<file path="src/rtl/vft_pkg.sv">
`timescale 1ns / 1ps

package vft_pkg;

    // Coordinate and fixed point formats.
    localparam int COORD_W    = 32;
    localparam int FRAC_BITS  = 16;
    localparam int PAINT_W    = 16;
    localparam int RADIUS_W   = 32;
    localparam int GAIN_W     = 24;
    localparam int GAIN_FRAC  = 16;
    localparam int SQ_W       = 2 * COORD_W;
    localparam int DIST_W     = COORD_W;
    localparam int SQRT_STEPS = SQ_W / 2;
    localparam int UNIT_W     = FRAC_BITS + 1;
    localparam int CFG_IDX_W  = 3;

    localparam logic [UNIT_W-1:0]  ONE_F     = UNIT_W'(1) << FRAC_BITS;
    localparam logic [UNIT_W:0]    THREE_ONE = (UNIT_W + 1)'(3) << FRAC_BITS;
    localparam logic [PAINT_W-1:0] PAINT_ONE = PAINT_W'(32768);

    typedef logic signed [COORD_W-1:0] coord_t;

    // Register indexes of the configuration port.
    typedef enum logic [CFG_IDX_W-1:0] {
        REG_TARGET_X = 3'd0,
        REG_TARGET_Y = 3'd1,
        REG_TARGET_Z = 3'd2,
        REG_SHIFT_X  = 3'd3,
        REG_SHIFT_Y  = 3'd4,
        REG_SHIFT_Z  = 3'd5,
        REG_INV_RAD  = 3'd6,
        REG_GAIN     = 3'd7
    } reg_idx_t;

    // One vertex as it travels down the pipeline.
    typedef struct packed {
        coord_t [2:0]       pos;
        logic [PAINT_W-1:0] paint;
    } vtx_t;

    // Configuration register file.
    typedef struct packed {
        coord_t [2:0]        target;
        coord_t [2:0]        shift;
        logic [RADIUS_W-1:0] inv_radius;
        logic [GAIN_W-1:0]   gain;
    } cfg_t;

endpackage

</file>
<file path="src/rtl/vft_apply.sv">
`timescale 1ns / 1ps

module vft_apply
    import vft_pkg::*;
(
    input  logic               clk,
    input  logic               rst_n,
    input  logic               in_valid,
    output logic               in_ready,
    input  vtx_t               in_vtx,
    input  logic [PAINT_W-1:0] in_weight,
    input  logic               in_moved,
    input  coord_t [2:0]       shift,
    output logic               out_valid,
    input  logic               out_ready,
    output coord_t [2:0]       out_pos,
    output logic               out_moved
);

    localparam int NS     = 2;
    localparam int OFF_W  = COORD_W + PAINT_W;
    localparam int SUM_W  = COORD_W + 2;
    localparam int ROUND  = PAINT_W - 1;

    logic [NS-1:0]            valid_reg;
    logic [NS-1:0]            en;
    vtx_t                     vtx_reg;
    logic                     moved_a_reg;
    logic [2:0][COORD_W-1:0]  off_reg, off_next;
    logic [2:0]               neg_reg, neg_next;
    coord_t [2:0]             pos_reg, pos_next;
    logic                     moved_reg;

    always_comb
    begin
        en[NS-1] = !valid_reg[NS-1] || out_ready;
        en[0]    = !valid_reg[0] || en[1];
    end

    assign in_ready  = en[0];
    assign out_valid = valid_reg[NS-1];
    assign out_pos   = pos_reg;
    assign out_moved = moved_reg;

    // Offset magnitude: |shift| times weight, rounded half away from zero.
    always_comb
    begin
        logic [COORD_W-1:0] mag;
        logic [OFF_W-1:0]   prod;
        for (int i = 0; i < 3; i++)
        begin
            neg_next[i] = shift[i][COORD_W-1];
            mag  = neg_next[i] ? (~shift[i] + 1'b1) : shift[i];
            prod = OFF_W'(mag) * OFF_W'(in_weight) + (OFF_W'(1) << (ROUND - 1));
            off_next[i] = prod[ROUND+COORD_W-1:ROUND];
        end
    end

    // Apply the offset with saturation, or pass the position through.
    always_comb
    begin
        logic [SUM_W-1:0] base;
        logic [SUM_W-1:0] r;
        for (int i = 0; i < 3; i++)
        begin
            base = {{2{vtx_reg.pos[i][COORD_W-1]}}, vtx_reg.pos[i]};
            r    = neg_reg[i] ? base - SUM_W'(off_reg[i]) : base + SUM_W'(off_reg[i]);
            if (!moved_a_reg)
            begin
                pos_next[i] = vtx_reg.pos[i];
            end
            else if (r[SUM_W-1:COORD_W-1] == '0 || r[SUM_W-1:COORD_W-1] == '1)
            begin
                pos_next[i] = r[COORD_W-1:0];
            end
            else
            begin
                pos_next[i] = r[SUM_W-1] ? {1'b1, {(COORD_W-1){1'b0}}}
                                         : {1'b0, {(COORD_W-1){1'b1}}};
            end
        end
    end

    always_ff @(posedge clk or negedge rst_n)
    begin
        if (!rst_n)
        begin
            valid_reg <= '0;
        end
        else
        begin
            if (en[0]) valid_reg[0] <= in_valid;
            if (en[1]) valid_reg[1] <= valid_reg[0];
        end
    end

    always_ff @(posedge clk)
    begin
        if (en[0])
        begin
            vtx_reg     <= in_vtx;
            moved_a_reg <= in_moved;
            off_reg     <= off_next;
            neg_reg     <= neg_next;
        end
        if (en[1])
        begin
            pos_reg   <= pos_next;
            moved_reg <= moved_a_reg;
        end
    end

endmodule

</file>
<file path="config.mk">
export PLATFORM = sky130hd
export DESIGN_NAME = vft_apply
export DESIGN_NICKNAME = d
export VERILOG_FILES = /design/src/rtl/vft_pkg.sv /design/src/rtl/vft_apply.sv
export SDC_FILE = /design/constraint.sdc
export NUM_CORES = 2
export LEC_CHECK = 0
export BUFFER_PORTS_ARGS = -buffer_cell sky130_fd_sc_hd__buf_4
export CAP_MARGIN = 0
export CORE_MARGIN = 5
export CORE_UTILIZATION = 30
export CTS_CLUSTER_DIAMETER = 30
export DETAILED_ROUTE_END_ITERATION = 16
export RECOVER_POWER = 50
export SYNTH_ARGS = -nofsm -noshare
export SYNTH_HDL_FRONTEND = slang
export SYNTH_SLANG_ARGS = --single-unit
</file>
<file path="constraint.sdc">
create_clock -name clk -period 23.1 [get_ports clk]
set_clock_uncertainty 0.15 [all_clocks]
set_input_delay 4.62 -clock clk [delete_from_list [all_inputs] [get_ports clk]]
set_output_delay 4.62 -clock clk [all_outputs]
set_load 0.005 [all_outputs]
</file>
==> reports/metrics.csv <==
stage;metric;value;unit
setup_path;path_max_fanout;35;
timing;fin_ws;9.164;ns
floorplan;rows;174;
setup_path;cp-start-kind;primary input;
floorplan;initial_core_util;30.20;%
logic_synthesis;async_reset_ff_share;0.6780;%
job;max_cap_violations;8;
timing;fin_tns_setup;0;ns
cts;post_cts_resized;0;
setup_path;endpoint_kind;flop;
cts;htreeDepth;2;
cts;tritoncts;yes;
logic_synthesis;yosysMostFrequentCell;inv_1;
place;dp_slack;8.949;ns
logic_synthesis;avgSynthCellArea;9.149;sq um
final_layout;drive_gt1_share;8.193;%
timing;max_slew_margin;-168.7;%
cts;clk_latency;0.65;ns
logic_synthesis;synthFlopType;edfxtp_1;
hold_path;hp-start;valid_reg[0]$_DFFE_PN0P_;
cts;cts_setup_buffers;0;
setup_path;reg2reg_to;out_pos[0]$_DFFE_PP_;
floorplan;dieArea;236500;sq um
timing;fin_crit;13.94;ns
final_layout;nets;9576;
logic_synthesis;synthTopCellsByArea;fa_1 37%, edfxtp_1 13%, ha_1 9.6%;
cts;root_buffer;clkbuf_16;
final_layout;finalInstanceArea;75870;sq um
setup_path;r2r_start;off_reg[5]$_DFFE_PP_;
detailed_routing;routed_wl;198300;um
cts;cts.sinks;295;
global_route;grt_max_degree;67;
hold_path;min-delay-path-class;flop to flop;
floorplan;dieWidth;486.3;um
global_route;grt_pass1_vias;55386;
timing;fmax;71.76;MHz
global_route;groute.usage.overall;16.65;%
detailed_routing;drc;0;
detailed_routing;drtAntennaViolNets;0;
cts;postCtsHoldBufs;0;
logic_synthesis;synth-edff-count;293;
logic_synthesis;yosys_warnings;0;
floorplan;coreArea;225300;sq um
timing;worstMarginPinSlew;4.030;ns
place;dp_hpwl;151700;um
detailed_routing;dr.pass1.iters;6;
cts;cts_buffers;55;
final_layout;utilization;33.67;%
logic_synthesis;syn_area;68050;sq um
outcome;violations;max-capacitance violations, max-slew violations;
global_route;grt_overflow;0;
logic_synthesis;synth_common_cells;1536 x inv_1, 1254 x fa_1, 1015 x nand2_1;
outcome;status;complete, but fails checks;
detailed_routing;vias;51761;
setup_path;worstSetupPathType;primary input to flop;
timing;slew_violations;377;
logic_synthesis;synth_top_area_share;36.89;%
cts;clockBufferDepth;3;
logic_synthesis;ys_seq_area_share;13.00;%
logic_synthesis;syn-instance-count;7438;
logic_synthesis;syn_nets;9443;
final_layout;syn_to_final_growth;11.49;%
setup_path;required;23.24;ns
place;io_buffers;311;
setup_path;arrival;14.08;ns
hold_path;whs_path_depth;1;
setup_path;rrSetupSlack;16.32;ns
global_route;grt_pass1_wl;313500;um
place;gp_congestion;0.8808;
timing;setup_viol;0;
global_route;grt_antenna_before_repair;20;
timing;hold_violations;0;
timing;rsz0062_at_grt;no;
logic_synthesis;synth_area_leader_cell;fa_1;
timing;finalCritPeriodShare;60.33;%
setup_path;r2r_cells;16;
place;placed_cell_area;74090;sq um
floorplan;io_pins;328;
logic_synthesis;ys_ff_latch;295;
floorplan;die_h;486.3;um
cts;cts.reportedPaths.clkPinSlew;0.05;ns
hold_path;holdPathEnd;valid_reg[1]$_DFFE_PN0P_;
detailed_routing;detail_route.wl_per_cell;18.67;um
detailed_routing;via_per_inst;4.874;
detailed_routing;drt_iter0_markers;3423;
logic_synthesis;ys_types;107;
per-layer routing:
metal / up-vias / GRT usage [%] / wire length (um)
met5: - / 0 / 25
met4: 4 / 4.530 / 5405
met3: 295 / 2.938 / 14240
met2: 1721 / 26.93 / 89960
met1: 26390 / 23.00 / 88650
li1: 23351 / - / -
cell type report:
class,instances,area (sq um)
antenna,12,30.03
fill,23071,149500
timing repair buffer,421,3025
sequential,295,8848
inverter,1537,5769
multi-input combinational,5261,52530
clock buffer,56,1380
clock inverter,46,541.8
tap,2992,3744
placed cells by master, fill, tap and decap left out, types with 28 or more instances in the layout:
master	instances
o31ai_1	29
xnor2_2	58
a21o_1	86
a31oi_1	32
nor4_1	28
nor2_1	232
o2bb2ai_1	30
fa_1	1254
a21oi_1	249
o21ai_0	122
nand4_1	33
clkbuf_4	146
nor2b_1	40
nor3_1	60
nand2_1	1015
inv_1	1536
ha_1	522
xnor2_1	231
a311oi_1	56
clkbuf_1	38
xor2_1	70
and2_1	666
buf_4	237
o21a_1	36
nand2b_1	38
edfxtp_1	293
nand3_1	35
clkbuf_16	55
cell families (layout without fill, tap and decap cells):
| group | after synthesis | in the layout | synth area share [%] |
|---|---|---|---|
| xor+xnor | 364 | 364 | 4.734 |
| mux | 9 | 9 | 0.1342 |
| other cells | 0 | 12 | 0 |
| buf+inv | 1882 | 2060 | 10.49 |
| fa+ha+maj | 1776 | 1776 | 46.49 |
| compound gates | 847 | 847 | 8.673 |
| flops | 295 | 295 | 13.00 |
| simple gates | 2265 | 2265 | 16.48 |
critical path, cell delays in order:
cell	delay [ns]
clkbuf_1	1.26
o21ai_0	0.43
xnor2_2	1.09
nand2_1	0.17
fa_1	0.53
inv_1	0.06
fa_1	0.55
fa_1	0.44
fa_1	0.46
fa_1	0.49
inv_1	0.05
fa_1	0.53
inv_1	0.07
ha_1	0.42
and4_1	0.28
and3_1	0.21
a221o_1	0.32
nor3_1	0.24
a221oi_2	0.13
or4_1	0.52
a31oi_2	0.31
o31ai_1	0.12
xnor2_1	0.74
worst max-delay path by stage:
| stage | start | to | slack (ns) | cells after the start |
|---|---|---|---|---|
| after floorplan | out_ready | in_ready | 9.20 | 1 |
| after global placement | shift[43] | off_reg[57]$_DFFE_PP_ | 9.06 | 29 |
| after detailed placement | shift[43] | off_reg[57]$_DFFE_PP_ | 8.95 | 29 |
| after CTS | shift[43] | off_reg[57]$_DFFE_PP_ | 9.63 | 29 |
| after global routing | shift[63] | off_reg[57]$_DFFE_PP_ | 8.71 | 23 |
| final | shift[63] | off_reg[57]$_DFFE_PP_ | 9.16 | 23 |
per-stage QoR:
step / cells / hold WS [ns]
after floorplan: 7438 / 0.2851
after global placement: 10506 / 0.3104
after detailed placement: 10506 / 0.3250
after CTS: 10608 / 0.3368
after global routing: 10616 / 0.3468
final: 10620 / 0.3258
Power is not shown: default switching activity piles up to over one toggle a cycle in this logic, so the estimate is an artifact.
